**src/hw/rtl/ksde_pkg.sv**
```systemverilog
package ksde_pkg;

	localparam int WINDOW_DEPTH = 8;
	localparam int KEY_COUNT = 16;
	localparam int SCAN_W = 16;
	localparam int NOTE_W = 7;
	localparam int FILL_W = $clog2(WINDOW_DEPTH);
	localparam int KIDX_W = (KEY_COUNT > 1) ? $clog2(KEY_COUNT) : 1;
	localparam logic [NOTE_W-1:0] BASE_NOTE_RESET = NOTE_W'(72);

	typedef logic [KEY_COUNT-1:0] keys_t;

	// Commands from the controller to the datapath.
	typedef struct packed {
		logic accept;
		logic start;
		logic step;
		logic emit;
	} cmd_t;

	// Status from the datapath to the controller.
	typedef struct packed {
		logic fire;
		logic bit_hot;
		logic rest_zero;
		logic out_free;
	} sts_t;

	// Keys beyond the scan width always read as released.
	function automatic keys_t scan_to_keys(input logic [SCAN_W-1:0] scan);
		keys_t keys;
		keys = '0;
		for (int i = 0; i < KEY_COUNT; i++) begin
			if (i < SCAN_W) begin
				keys[i] = scan[i];
			end
		end
		return keys;
	endfunction

endpackage

```
**src/hw/rtl/key_scan_debounce_events_core.sv**
```systemverilog
// A word that does not complete a uniform window with changes is simply taken.
// A word that completes one walks keys 0 up to the highest changed key, one a cycle,
// and a changed key waits while the output is not free; its event is then registered.
// Throughput: one word per cycle, except after a firing word, which blocks input
// until the highest changed key has been handled.
// Reset clears the fill index, the key state and any pending word; base_note returns to 72.
module key_scan_debounce_events_core (
	input  logic                          clk,
	input  logic                          arst_n,
	input  logic                          cfg_we,
	input  logic [ksde_pkg::NOTE_W-1:0]   cfg_wdata,
	input  logic                          in_valid,
	output logic                          in_ready,
	input  logic [ksde_pkg::SCAN_W-1:0]   scan_word,
	output logic                          out_valid,
	input  logic                          out_ready,
	output logic [ksde_pkg::NOTE_W-1:0]   note,
	output logic                          pressed,
	output logic                          last_event
);
	import ksde_pkg::*;

	cmd_t cmd;
	sts_t sts;

	ksde_ctrl u_ctrl (
		.clk      (clk),
		.arst_n   (arst_n),
		.in_valid (in_valid),
		.in_ready (in_ready),
		.sts      (sts),
		.cmd      (cmd)
	);

	ksde_dpath u_dpath (
		.clk        (clk),
		.arst_n     (arst_n),
		.cfg_we     (cfg_we),
		.cfg_wdata  (cfg_wdata),
		.scan_word  (scan_word),
		.out_ready  (out_ready),
		.out_valid  (out_valid),
		.note       (note),
		.pressed    (pressed),
		.last_event (last_event),
		.cmd        (cmd),
		.sts        (sts)
	);

	// An event is never loaded over a word that has not been taken.
	a_emit_room: assert property (@(posedge clk) disable iff (!arst_n)
		cmd.emit |-> sts.out_free)
		else $error("event loaded over a pending word");

	// The key walk starts only on an accepted word and then blocks input.
	a_start_accept: assert property (@(posedge clk) disable iff (!arst_n)
		cmd.start |-> (in_valid && in_ready))
		else $error("key walk started without an accepted word");

	a_start_block: assert property (@(posedge clk) disable iff (!arst_n)
		cmd.start |=> !in_ready)
		else $error("input not blocked during key walk");

	// Once the final change is handled, input reopens and that event is marked last.
	a_walk_end: assert property (@(posedge clk) disable iff (!arst_n)
		(cmd.emit && sts.rest_zero) |=> (in_ready && out_valid && last_event))
		else $error("key walk did not end on the last event");

endmodule

```
**src/hw/rtl/ksde_ctrl.sv**
```systemverilog
module ksde_ctrl (
	input  logic            clk,
	input  logic            arst_n,
	input  logic            in_valid,
	output logic            in_ready,
	input  ksde_pkg::sts_t  sts,
	output ksde_pkg::cmd_t  cmd
);
	import ksde_pkg::*;

	localparam logic ST_IDLE = 1'b0;
	localparam logic ST_SCAN = 1'b1;

	logic state_q;
	logic state_d;

	always_comb begin
		state_d    = state_q;
		in_ready   = 1'b0;
		cmd        = '0;
		case (state_q)
			ST_IDLE: begin
				in_ready   = 1'b1;
				cmd.accept = in_valid;
				if (in_valid && sts.fire) begin
					cmd.start = 1'b1;
					state_d   = ST_SCAN;
				end
			end
			ST_SCAN: begin
				// A key with no change advances freely; a changed key waits for room.
				cmd.step = !sts.bit_hot || sts.out_free;
				cmd.emit = sts.bit_hot && sts.out_free;
				if (cmd.step && sts.rest_zero) begin
					state_d = ST_IDLE;
				end
			end
			default: begin
				state_d = ST_IDLE;
			end
		endcase
	end

	always_ff @(posedge clk or negedge arst_n) begin
		if (!arst_n) begin
			state_q <= ST_IDLE;
		end else begin
			state_q <= state_d;
		end
	end

endmodule

```
**src/hw/rtl/ksde_dpath.sv**
```systemverilog
module ksde_dpath (
	input  logic                          clk,
	input  logic                          arst_n,
	input  logic                          cfg_we,
	input  logic [ksde_pkg::NOTE_W-1:0]   cfg_wdata,
	input  logic [ksde_pkg::SCAN_W-1:0]   scan_word,
	input  logic                          out_ready,
	output logic                          out_valid,
	output logic [ksde_pkg::NOTE_W-1:0]   note,
	output logic                          pressed,
	output logic                          last_event,
	input  ksde_pkg::cmd_t                cmd,
	output ksde_pkg::sts_t                sts
);
	import ksde_pkg::*;

	logic [NOTE_W-1:0] base_q;
	logic [FILL_W-1:0] fill_q;
	logic [SCAN_W-1:0] first_q;
	logic              uniform_q;
	keys_t             key_state_q;
	keys_t             diff_q;
	logic [KIDX_W-1:0] k_q;
	logic              out_valid_q;
	logic [NOTE_W-1:0] note_q;
	logic              pressed_q;
	logic              last_q;

	keys_t keys_now;
	keys_t diff_now;
	keys_t bit_k;
	keys_t rest;
	logic  at_end;
	logic  same;

	// The window is uniform exactly when every scan matches the first one.
	assign keys_now = scan_to_keys(scan_word);
	assign diff_now = keys_now ^ key_state_q;
	assign at_end   = (fill_q == FILL_W'(WINDOW_DEPTH - 1));
	assign same     = uniform_q && (scan_word == first_q);
	assign bit_k    = keys_t'(1) << k_q;
	assign rest     = diff_q & ~bit_k;

	assign sts.fire      = at_end && same && (diff_now != '0);
	assign sts.bit_hot   = diff_q[k_q];
	assign sts.rest_zero = (rest == '0);
	assign sts.out_free  = !out_valid_q || out_ready;

	always_ff @(posedge clk or negedge arst_n) begin
		if (!arst_n) begin
			base_q      <= BASE_NOTE_RESET;
			fill_q      <= '0;
			uniform_q   <= 1'b0;
			key_state_q <= '0;
			out_valid_q <= 1'b0;
		end else begin
			if (cfg_we) begin
				base_q <= cfg_wdata;
			end
			if (cmd.accept) begin
				fill_q <= at_end ? '0 : fill_q + FILL_W'(1);
				if (fill_q == '0) begin
					uniform_q <= 1'b1;
				end else begin
					uniform_q <= same;
				end
			end
			// All changed keys take their new value at once; the events follow.
			if (cmd.start) begin
				key_state_q <= keys_now;
			end
			if (cmd.emit) begin
				out_valid_q <= 1'b1;
			end else if (out_ready) begin
				out_valid_q <= 1'b0;
			end
		end
	end

	always_ff @(posedge clk) begin
		if (cmd.accept && (fill_q == '0)) begin
			first_q <= scan_word;
		end
		if (cmd.start) begin
			diff_q <= diff_now;
			k_q    <= '0;
		end else if (cmd.step) begin
			diff_q <= rest;
			k_q    <= k_q + KIDX_W'(1);
		end
		if (cmd.emit) begin
			note_q    <= NOTE_W'(base_q + NOTE_W'(k_q));
			pressed_q <= key_state_q[k_q];
			last_q    <= (rest == '0);
		end
	end

	assign out_valid  = out_valid_q;
	assign note       = note_q;
	assign pressed    = pressed_q;
	assign last_event = last_q;

endmodule

```
**config.mk**
```make
export PLATFORM = sky130hd
export DESIGN_NAME = key_scan_debounce_events_core
export DESIGN_NICKNAME = d
export VERILOG_FILES = /design/src/hw/rtl/ksde_pkg.sv /design/src/hw/rtl/key_scan_debounce_events_core.sv /design/src/hw/rtl/ksde_ctrl.sv /design/src/hw/rtl/ksde_dpath.sv
export SDC_FILE = /design/constraint.sdc
export NUM_CORES = 1
export LEC_CHECK = 0
export BUFFER_PORTS_ARGS = -buffer_cell sky130_fd_sc_hd__buf_2
export CORE_UTILIZATION = 64
export CTS_CLUSTER_DIAMETER = 80
export DETAILED_ROUTE_END_ITERATION = 16
export PLACE_DENSITY = 0.85
export SLEW_MARGIN = 5
export SYNTH_ARGS = -nofsm -noshare
export SYNTH_HDL_FRONTEND = slang
export SYNTH_SLANG_ARGS = --single-unit
```
**constraint.sdc**
```tcl
create_clock -name clk -period 7.4 [get_ports clk]
set_clock_uncertainty 0.05 [all_clocks]
set_input_delay 0.74 -clock clk [delete_from_list [all_inputs] [get_ports clk]]
set_output_delay 0.74 -clock clk [all_outputs]
set_load 0.05 [all_outputs]
```
==> results of run 1 <==
[per-stage QoR]
step	hold slack, ns	area (um2)	worst slack (ns)	std cells	utilization (%)
CTS	0.4038	4597	4.277	445	76.29
global placement	0.4257	4322	4.018	429	71.72
detailed placement	0.4406	4322	3.952	429	71.72
global route	0.4450	4597	4.015	445	76.29
floorplan	0.3944	4071	4.241	323	-
finish	0.3904	4597	4.232	445	76.29
[report_power, final]
| group | switching, mW | leakage [nW] | internal, mW |
|---|---|---|---|
| Clock | 0.151 | 0.137 | 0.275 |
| Combinational | 0.0542 | 1.04 | 0.0435 |
| Sequential | 0.0155 | 0.749 | 0.464 |
[layout make-up]
cell class                 count  area (um2)  share of cell area (%)
multi-input combinational    220        1904                   41.43
sequential                    74        2039                   44.37
tap                           75       93.84                   2.041
inverter                      19       71.32                   1.551
clock buffer                  11       151.4                   3.293
timing repair buffer          41       212.7                   4.627
clock inverter                 5       123.9                   2.695
[worst paths after layout]
path	to	depth (start not counted)	from	slack (ns)
min in group clk	u_dpath.uniform_q$_DFFE_PN0P_	2	u_dpath.uniform_q$_DFFE_PN0P_	0.47
max	u_dpath.diff_q[0]$_DFFE_PP_	8	scan_word[14]	4.23
min	u_dpath.key_state_q[12]$_DFFE_PN0P_	1	arst_n	0.39
min reg2reg	u_dpath.uniform_q$_DFFE_PN0P_	2	u_dpath.uniform_q$_DFFE_PN0P_	0.47
max in group asynchronous	u_dpath.base_q[1]$_DFFE_PN0P_	1	arst_n	6.43
max reg2reg	u_dpath.note[5]$_DFFE_PP_	6	u_dpath.k_q[2]$_SDFFE_PP0P_	4.26
[layer usage]
| layer | global-route usage (%) | part of all wire (%) |
|---|---|---|
| met4 | 14.91 | 2.8 |
| met2 | 47.69 | 49 |
| met1 | 37.46 | 43 |
| met3 | 6.222 | 5.7 |
| met5 | 0 | 0 |
[flip-flops by register name, indices dropped and copies added (netlist names)]
| name | cells |
|---|---|
| u_dpath.first_q | 16 |
| u_dpath.out_valid | 1 |
| u_dpath.last_event | 1 |
| u_dpath.diff_q | 16 |
| u_dpath.k_q | 4 |
| u_dpath.uniform_q | 1 |
| u_ctrl.state_q | 1 |
| u_dpath.key_state_q | 16 |
| u_dpath.base_q | 7 |
| u_dpath.note | 7 |
| u_dpath.pressed | 1 |
| u_dpath.fill_q | 3 |
[logic make-up after synthesis]
kind of cell               after synthesis  synth area share, %
and+or+nand+nor                         73                9.282
AOI/OAI and AO/OA                       38                6.607
xor gates and xnor gates                38                8.175
buffers and inverters                   29                3.257
adders and majority gates               14                4.487
muxes                                   57                18.10
DFF                                     74                50.09
[synth_stat cells (all sizes together) (11+ instances only)]
cell and count:
mux2i 20, nor2 17, xnor2 15, mux2 32, inv 19, xor2 23, ha 13, nand2 22
dfrtp 27, edfxtp 41, o21ai 11
[critical path, stage by stage]
cell                      delay [ns]
sky130_fd_sc_hd__buf_2          0.13
sky130_fd_sc_hd__xor2_1         0.15
sky130_fd_sc_hd__nor4_1         0.39
sky130_fd_sc_hd__and3_1         0.21
sky130_fd_sc_hd__nand4_1        0.24
sky130_fd_sc_hd__nor2_4         0.56
sky130_fd_sc_hd__buf_4          0.44
sky130_fd_sc_hd__mux2_4         0.34
==> results_dict.tcl, run 1 <==
set metrics [dict create \
    synth_area_mm2 0.004071 \
    synth_cell_types 47 \
    top_level_ports 39 \
    synth.area.top_cells "sky130_fd_sc_hd__edfxtp_1, sky130_fd_sc_hd__dfrtp_1, sky130_fd_sc_hd__mux2_4" \
    power_per_cell_area_mw_per_mm2 218.3 \
    drtAntennaViolNets 0 \
    design.core.area_mm2 0.006026 \
    synth_top_flop_cell "sky130_fd_sc_hd__edfxtp_1" \
    layout-area-overhead-vs-synth_pct 12.91 \
    finalSetupViolations 0 \
    status "complete, no violations" \
    rsz_0062_raised_after_global_routing "no" \
    grt_pass1_wl_um 13870 \
    ctsHoldBuffers 0 \
    post_drt_via_cell_ratio 6.088 \
    via_count_of_the_first_global_routing_pass 2731 \
    cts_setup_buffers 0 \
    tritoncts_clock_tree "yes" \
    synthesis.yosys.warnings 0 \
    layout_worst_path_cycle_share_pct 42.81 \
    die_height_um 81.76 \
    floorplan.initialDensity_pct 67.57 \
    vias 2709 \
    finish.net_count 407 \
    synth_top_cell_by_area "sky130_fd_sc_hd__edfxtp_1" \
    most_frequent_standard_cell_in_the_layout_excluding_fill_and_tap_cells "sky130_fd_sc_hd__edfxtp_1" \
    layout.filler_cells 389 \
    netlist_instances 323 \
    worst-slew-pin-transition_ns 0.9219 \
    ys_async_sr_fraction_pct 39.19 \
    antenna_cells 0 \
    synth_nets 365 \
    p_leak_nw 1.928 \
    synth_edf_count 41 \
    achievable-frequency_mhz 315.6 \
    grt_util_all_layers_pct 29.47 \
    port-buffer-count 38 \
    cts_sinks 74 \
    layout_common_cells "sky130_fd_sc_hd__edfxtp_1, sky130_fd_sc_hd__buf_2, sky130_fd_sc_hd__dfrtp_1" \
    detail_route.wl_per_cell_um 19.53 \
    critPathRequiredTime_ns 7.45 \
    place.gp.congestion 0.8908 \
    cts_inserted_buffers 9 \
    clock_latency_ns 0.35 \
    initial_antenna_violation_count 0 \
    synth-seq-cells 74 \
    hold_class "in2async" \
    worst_setup_hold_path_clk_slew_ns 0.08 \
    grt_start_max_net_pins 30 \
    max_capacitance_violation_count 0 \
    synthesis.area_per_instance_um2 12.60 \
    first_iter_violations 216 \
    report.final.hold_viol_count 0 \
    critical_path.endpoint_type "register" \
    final-max-slew-violation-count 0 \
    synth_seq_area_share_pct 50.09 \
    crit_path_start_kind "input port" \
    post-route-drc-count 0 \
    die_width_um 81.76 \
    worst_slew_margin_rel_pct 38.46 \
    root_cell_of_the_clock_tree "sky130_fd_sc_hd__clkbuf_8" \
    yosys.area.top_type_share_pct 30.24 \
    period_minus_ws_final_ns 3.168 \
    clockBufferDepth 2 \
    drt_wl_total_um 8690 \
    critPathKind "in2reg" \
    timing.setup.tns_ns 0 \
    globalRoute.totalOverflow 0 \
    critical_path_arrival_ns 3.22 \
    final_layout_size_suffix_gt1_share_pct 26.76 \
    drt_pass1_iterations 4 \
    critPathMaxFanout 21 \
    placement_rows 28 \
    dieArea_mm2 0.006685 \
    vdd_ir_drop_max_mv 0.1871 \
    htreeDepth 3 \
    report.power.total_mw 1.004 \
    hpwl_um 5944 \
    post_cts_resize_count 0 \
]
No activity file was read; power rests on OpenSTA's default activity.
==> run 2: changes to the inputs <==
ABC_AREA = 1   (was unset)
CORE_UTILIZATION = 60   (was 64)
PLACE_DENSITY = 0.8   (was 0.85)
clock period = 3.2 ns   (was 7.4 ns; I/O delays follow)
==> run 2 against run 1 <==
Against the previous run: sequential share of layout area down 0.29 points; non-clock buffer count rose by 3; total power is 97% higher; critical path type is now reg2reg; core utilization down 8.2 points; flip-flop and latch count stayed put; largest cell class unchanged; first-iteration DRC count increased by 21%; clock power grew 47%.
==> results_dict.tcl, run 2 <==
set metrics [dict create \
    status "complete, no violations" \
    switching_power_mw 0.5326 \
    max_stage_delay_ns 0.50 \
    cell_internal_pwr_mw 1.449 \
    crit_chain "xnor2_1, nand2_1, nor2_1, nand2_1, nor2_1, nor2_2, nand2_4, nand2_1" \
    met2_wl_um 4356 \
    synth.area.top_cells "sky130_fd_sc_hd__edfxtp_1, sky130_fd_sc_hd__dfrtp_1, sky130_fd_sc_hd__nand2_1" \
    antenna_cells 0 \
    layout.filler_cells 537 \
    route.layer.met1.wl_um 3997 \
    cp_num_buf_inv 0 \
    hpwl_um 6723 \
    yosys.area.top_type_share_pct 29.22 \
    met3_length_um 412 \
    synth_seq_area_share_pct 48.40 \
    p_leak_nw 2.112 \
    report.final.hold_viol_count 0 \
    layout_common_cells "sky130_fd_sc_hd__nand2_1, sky130_fd_sc_hd__inv_1, sky130_fd_sc_hd__edfxtp_1" \
    drt_pass1_iterations 5 \
    synth_cell_types 40 \
    hold_class "in2reg" \
    vias 3394 \
    timing.reg2reg.setup_slack_ns 0.56 \
    worst-slew-pin-transition_ns 0.6977 \
    post_drt_via_cell_ratio 5.404 \
    layout_worst_path_cycle_share_pct 82.49 \
    drt_wl_total_um 9057 \
    floorplan.initialDensity_pct 62.03 \
    netlist_instances 488 \
    layout-area-overhead-vs-synth_pct 9.798 \
    tritoncts_clock_tree "yes" \
    share_of_power_burned_in_combinational_logic_pct 12.4 \
    placedInstanceArea_mm2 0.004447 \
    final-max-slew-violation-count 0 \
    ys_async_sr_fraction_pct 39.19 \
    grt_util_all_layers_pct 26.40 \
    r2r-start "u_dpath.key_state_q[8]$_DFFE_PN0P_" \
    min_path_cells 3 \
    period_minus_ws_final_ns 2.640 \
    layout.cell_area.non_filler_mm2 0.004627 \
    worst_slew_margin_rel_pct 53.32 \
    synth_nets 530 \
    whs_endpoint "u_dpath.base_q[5]$_DFFE_PN0P_" \
    port-buffer-count 38 \
    dp_cells 611 \
    synth-seq-cells 74 \
    die_height_um 85.81 \
    critical_path.endpoint_type "register" \
    first_iter_violations 261 \
    worst_setup_hold_path_clk_slew_ns 0.08 \
    drtAntennaViolNets 0 \
    top_level_ports 39 \
    timing.critical_path.max_delay_family "simple AND/OR/NAND/NOR gates" \
    critPathKind "reg2reg" \
    synth.most_common_cell "sky130_fd_sc_hd__nand2_1" \
    maxUsedRoutingLayer "met4" \
    design.core.area_mm2 0.006794 \
    placement_rows 30 \
    final_layout_size_suffix_gt1_share_pct 18.23 \
    postLayoutCoreUtil_pct 68.10 \
    initial_antenna_violation_count 0 \
    globalRoute.totalOverflow 0 \
    crit_path_start_kind "register" \
    max_capacitance_violation_count 0 \
    dieArea_mm2 0.007363 \
    die_width_um 85.81 \
    power_per_cell_area_mw_per_mm2 428.3 \
    timing.setup.tns_ns 0 \
    rsz_0062_raised_after_global_routing "no" \
    rr_endpoint "u_dpath.diff_q[15]$_DFFE_PP_" \
    power.clock.fraction_pct 31.7 \
    root_cell_of_the_clock_tree "sky130_fd_sc_hd__clkbuf_8" \
    most_frequent_standard_cell_in_the_layout_excluding_fill_and_tap_cells "sky130_fd_sc_hd__nand2_1" \
    achievable-frequency_mhz 378.8 \
    synth_edf_count 41 \
    cts_inserted_buffers 9 \
    cts_sinks 74 \
    synth_area_mm2 0.004214 \
    critPathMaxFanout 40 \
    synthesis.area_per_instance_um2 8.635 \
    synth_top_flop_cell "sky130_fd_sc_hd__edfxtp_1" \
    p_seq_share_pct 55.9 \
    grt_start_max_net_pins 41 \
    timing.hold.ws_ns 0.1258 \
    clockBufferDepth 2 \
    clock_latency_ns 0.35 \
    synth_top_cell_by_area "sky130_fd_sc_hd__edfxtp_1" \
    detail_route.wl_per_cell_um 14.42 \
    finish.net_count 569 \
    via_count_of_the_first_global_routing_pass 3118 \
    grt_pass1_wl_um 14580 \
    cpMaxStageDelayCell "sky130_fd_sc_hd__nand2_1" \
    hold_path.startpoint "cfg_wdata[5]" \
    reg_top3 "u_dpath.diff_q (16), u_dpath.first_q (16), u_dpath.key_state_q (16)" \
    finalSetupViolations 0 \
    finish.cell_count_without_fillers 628 \
    post_synth_most_frequent_cells "sky130_fd_sc_hd__nand2_1, sky130_fd_sc_hd__inv_1, sky130_fd_sc_hd__edfxtp_1" \
    vdd_ir_drop_max_mv 0.3414 \
    htreeDepth 3 \
    synthesis.yosys.warnings 0 \
    cpMostUsedCell "sky130_fd_sc_hd__nand2_1" \
    post-route-drc-count 0 \
    critical_path_arrival_ns 2.53 \
    worstRegToRegCells 8 \
    power.share.switching_pct 26.88 \
    critPathRequiredTime_ns 3.09 \
    place.gp.congestion 1.063 \
]
run 2: cell count changes in the layout (fill, tap and decap cells not counted), moves of 11 or more:
| cell | before | now |
|---|---|---|
| sky130_fd_sc_hd__mux2i_1 | 20 | 1 |
| sky130_fd_sc_hd__o21ai_2 | 0 | 12 |
| sky130_fd_sc_hd__nor2_1 | 16 | 30 |
| sky130_fd_sc_hd__xor2_1 | 23 | 5 |
| sky130_fd_sc_hd__nand2_1 | 22 | 125 |
| sky130_fd_sc_hd__mux2_4 | 17 | 0 |
| sky130_fd_sc_hd__mux2_2 | 15 | 4 |
| sky130_fd_sc_hd__o21ai_0 | 10 | 37 |
| sky130_fd_sc_hd__nand3_1 | 3 | 25 |
| sky130_fd_sc_hd__inv_1 | 19 | 55 |
run 2: worst reg2reg max path, stage by stage, from the launching register on:
cell                      delay, ns
sky130_fd_sc_hd__dfrtp_1       0.41
sky130_fd_sc_hd__xnor2_1       0.35
sky130_fd_sc_hd__nand2_1       0.10
sky130_fd_sc_hd__nor2_1        0.11
sky130_fd_sc_hd__nand2_1       0.06
sky130_fd_sc_hd__nor2_1        0.21
sky130_fd_sc_hd__nor2_2        0.12
sky130_fd_sc_hd__nand2_4       0.33
sky130_fd_sc_hd__nand2_1       0.50
run 2: area by class of cell:
type | instances | area [um2] | area share (%)
flip-flops and latches | 74 | 2039 | 44.08
multi-input cells | 332 | 1812 | 39.16
inverters | 66 | 247.7 | 5.354
repair buffers | 44 | 237.7 | 5.138
clock buffers | 10 | 127.6 | 2.758
well taps | 96 | 120.1 | 2.596
clock inverters | 6 | 42.54 | 0.9194
run 2: cell families after synthesis:
group / Yosys count / share of synthesized area [%]
AOI/OAI and AO/OA: 78 / 10.75
xor gates and xnor gates: 24 / 4.988
adders and majority gates: 14 / 4.335
buffers and inverters: 82 / 8.610
DFF: 74 / 48.40
muxes: 5 / 1.306
and+or+nand+nor: 211 / 21.62
run 2: repair_timing:
item / 4_1_cts / 5_1_grt
gates resized for setup: 0 / 0
endpoints found under the hold margin: 27 / 0
hold buffers: 1 / 0
buffers inserted: 0 / 0
run 2: stage by stage:
stage / setup WS [ns] / total power [mW]
after global routing: 0.3357 / 2.065
after CTS: 0.5154 / 1.989
after detailed placement: 0.5314 / 1.368
final: 0.5602 / 1.982
after global placement: 0.6191 / 1.356
after floorplan: 0.8919 / 1.279
run 2: worst max-delay path by stage:
stage	start	end	slack, ns	cells after the start
2_1_floorplan	u_ctrl.state_q$_DFF_PN0_	u_dpath.diff_q[0]$_DFFE_PP_	0.89	10
3_3_place_gp	scan_word[14]	u_dpath.diff_q[3]$_DFFE_PP_	0.62	9
3_5_place_dp	scan_word[8]	u_dpath.diff_q[3]$_DFFE_PP_	0.53	9
4_1_cts	u_dpath.key_state_q[8]$_DFFE_PN0P_	u_dpath.diff_q[0]$_DFFE_PP_	0.52	8
5_1_grt	u_dpath.key_state_q[8]$_DFFE_PN0P_	u_dpath.diff_q[15]$_DFFE_PP_	0.34	8
6_report	u_dpath.key_state_q[8]$_DFFE_PN0P_	u_dpath.diff_q[15]$_DFFE_PP_	0.56	8
run 2: power by group through the flow:
stage / clock, mW / sequential, mW / combinational [mW]
after global placement: 0 / 1.12 / 0.232
final: 0.629 / 1.11 / 0.245
after CTS: 0.638 / 1.11 / 0.244
after floorplan: 0 / 1.12 / 0.159
after detailed placement: 0 / 1.13 / 0.242
after global routing: 0.680 / 1.11 / 0.272
run 2: metal layers:
metal,vias to the layer above,track usage (%)
met3,33,5.967
met4,0,11.21
li1,1676,-
met2,113,44.73
met5,-,0
met1,1572,32.73
==> run 3: changes to the inputs <==
clock period = 2.5 ns   (was 3.2 ns; I/O delays follow)
==> run 3 against run 2 <==
Against the previous run: global-route usage increased by 1.3 points; clock power increased by 46%; total power increased by 34%; register-to-register slack got worse by 0.27 ns; routed wire length increased by 4.0%; critical path depth increased by 2; clock-buffer cell count decreased by 1; worst hold slack got worse by 0.070 ns; flip-flop and latch count unchanged; via count increased by 1.2%; sequential power increased by 28%; critical path type unchanged; critical endpoint is now u_dpath.diff_q[13]$_DFFE_PP_; largest cell class unchanged.
==> results_dict.tcl, run 3 (same netlist as run 2, synthesis figures left out) <==
set metrics [dict create \
    layout_worst_path_cycle_share_pct 88.45 \
    critPathMaxFanout 38 \
    cts_inserted_buffers 9 \
    drt_pass1_iterations 7 \
    power_per_cell_area_mw_per_mm2 561.9 \
    max_capacitance_violation_count 0 \
    post_drt_via_cell_ratio 5.401 \
    critical_path.endpoint_type "register" \
    worst_slew_margin_rel_pct 53.71 \
    placement_rows 30 \
    achievable-frequency_mhz 452.2 \
    tritoncts_clock_tree "yes" \
    crit_path_start_kind "register" \
    hold_class "in2reg" \
    design.core.area_mm2 0.006794 \
    timing.setup.tns_ns 0 \
    drt_wl_total_um 9419 \
    antenna_cells 0 \
    initial_antenna_violation_count 0 \
    finalSetupViolations 0 \
    most_frequent_standard_cell_in_the_layout_excluding_fill_and_tap_cells "sky130_fd_sc_hd__nand2_1" \
    status "complete, no violations" \
    port-buffer-count 38 \
    worst_setup_hold_path_clk_slew_ns 0.08 \
    drtAntennaViolNets 0 \
    final_layout_size_suffix_gt1_share_pct 19.63 \
    layout_common_cells "sky130_fd_sc_hd__nand2_1, sky130_fd_sc_hd__inv_1, sky130_fd_sc_hd__edfxtp_1" \
    cts_setup_buffers 0 \
    root_cell_of_the_clock_tree "sky130_fd_sc_hd__clkbuf_8" \
    dieArea_mm2 0.007363 \
    globalRoute.totalOverflow 0 \
    place.gp.congestion 0.9598 \
    final-max-slew-violation-count 0 \
    detail_route.wl_per_cell_um 14.81 \
    vdd_ir_drop_max_mv 0.3559 \
    top_level_ports 39 \
    rsz_0062_raised_after_global_routing "no" \
    clock_latency_ns 0.35 \
    floorplan.initialDensity_pct 62.03 \
    die_width_um 85.81 \
    first_iter_violations 294 \
    seq_area_mm2 0.002039 \
    cts_sinks 74 \
    period_minus_ws_final_ns 2.211 \
    via_count_of_the_first_global_routing_pass 3292 \
    reg_top3 "u_dpath.diff_q (16), u_dpath.first_q (16), u_dpath.key_state_q (16)" \
    layout-area-overhead-vs-synth_pct 12.02 \
    die_height_um 85.81 \
    htreeDepth 3 \
    grt_util_all_layers_pct 27.71 \
    finish.cell_count_without_fillers 636 \
    critPathKind "reg2reg" \
    vias 3435 \
    report.final.hold_viol_count 0 \
    dp_cells 619 \
    critical_path_arrival_ns 2.36 \
    p_leak_nw 2.171 \
    critPathRequiredTime_ns 2.65 \
    grt_start_max_net_pins 39 \
    grt_pass1_wl_um 15550 \
    finish.net_count 577 \
    clockBufferDepth 2 \
    worst-slew-pin-transition_ns 0.6944 \
    layout.filler_cells 536 \
    multi_input_area_mm2 0.001812 \
    post-route-drc-count 0 \
    hpwl_um 6908 \
]
## run 3: layout make-up
type,count,share of cell area (%)
repair buffers,52,6.573
clock buffers,9,2.624
clock inverters,7,1.431
multi-input cells,332,38.38
well taps,96,2.544
inverters,66,5.248
flip-flops and latches,74,43.20
## run 3: worst paths after layout
path                                                          from                                  to  slack, ns  cells past startpoint
worst min register to register       u_dpath.base_q[0]$_DFFE_PN0P_       u_dpath.base_q[0]$_DFFE_PN0P_       0.48                      1
min in group asynchronous                                   arst_n            u_ctrl.state_q$_DFF_PN0_       0.43                      2
max in group asynchronous                                   arst_n  u_dpath.key_state_q[8]$_DFFE_PN0P_       1.53                      2
worst max register to register  u_dpath.key_state_q[4]$_DFFE_PN0P_        u_dpath.diff_q[13]$_DFFE_PP_       0.29                     10
worst min-delay path                                     out_ready       u_dpath.out_valid$_DFFE_PN0P_       0.06                      2
worst max-delay path            u_dpath.key_state_q[4]$_DFFE_PN0P_        u_dpath.diff_q[13]$_DFFE_PP_       0.29                     10
## run 3: what timing repair did
item | in CTS | in global routing
hold endpoints to repair | 27 | 0
gates resized for setup | 0 | 0
hold buffers | 1 | 0
## run 3: stage by stage
stage / total power, mW / util (%) / hold slack (ns) / worst slack [ns] / cell area, um2
4_1_cts: 2.651 / 69.48 / 0.05358 / 0.3205 / 4721
2_1_floorplan: 1.637 / - / -0.09559 / 0.1919 / 4214
3_3_place_gp: 1.739 / 66.52 / 0.2742 / 0.3848 / 4519
6_report: 2.653 / 69.48 / 0.05598 / 0.2887 / 4721
3_5_place_dp: 1.754 / 66.52 / 0.2808 / 0.3425 / 4519
5_1_grt: 2.756 / 69.48 / 0.04426 / 0.1505 / 4721
## run 3: metal layers
metal  part of all wire [%]  GRT usage, %
met1                     41         34.44
met2                     51         48.87
met3                    5.2         4.909
met4                    2.3         9.545
met5                      0             0
## run 3: worst max-delay path, stage by stage (launching register included)
cell and delay (ns):
sky130_fd_sc_hd__dfrtp_1 0.44, sky130_fd_sc_hd__xnor2_1 0.33, sky130_fd_sc_hd__nand2_1 0.09, sky130_fd_sc_hd__nor2_1 0.11
sky130_fd_sc_hd__nand2_1 0.06, sky130_fd_sc_hd__nor2_1 0.17, sky130_fd_sc_hd__nor2_2 0.10, sky130_fd_sc_hd__nand2_4 0.07
sky130_fd_sc_hd__buf_4 0.38, sky130_fd_sc_hd__nand2_1 0.15, sky130_fd_sc_hd__o21ai_2 0.10
## run 3: report_power, final
part           internal [mW]  switching (mW)
combinational          0.118           0.195
clock                  0.460           0.460
sequential              1.37          0.0447
total                   1.95           0.700
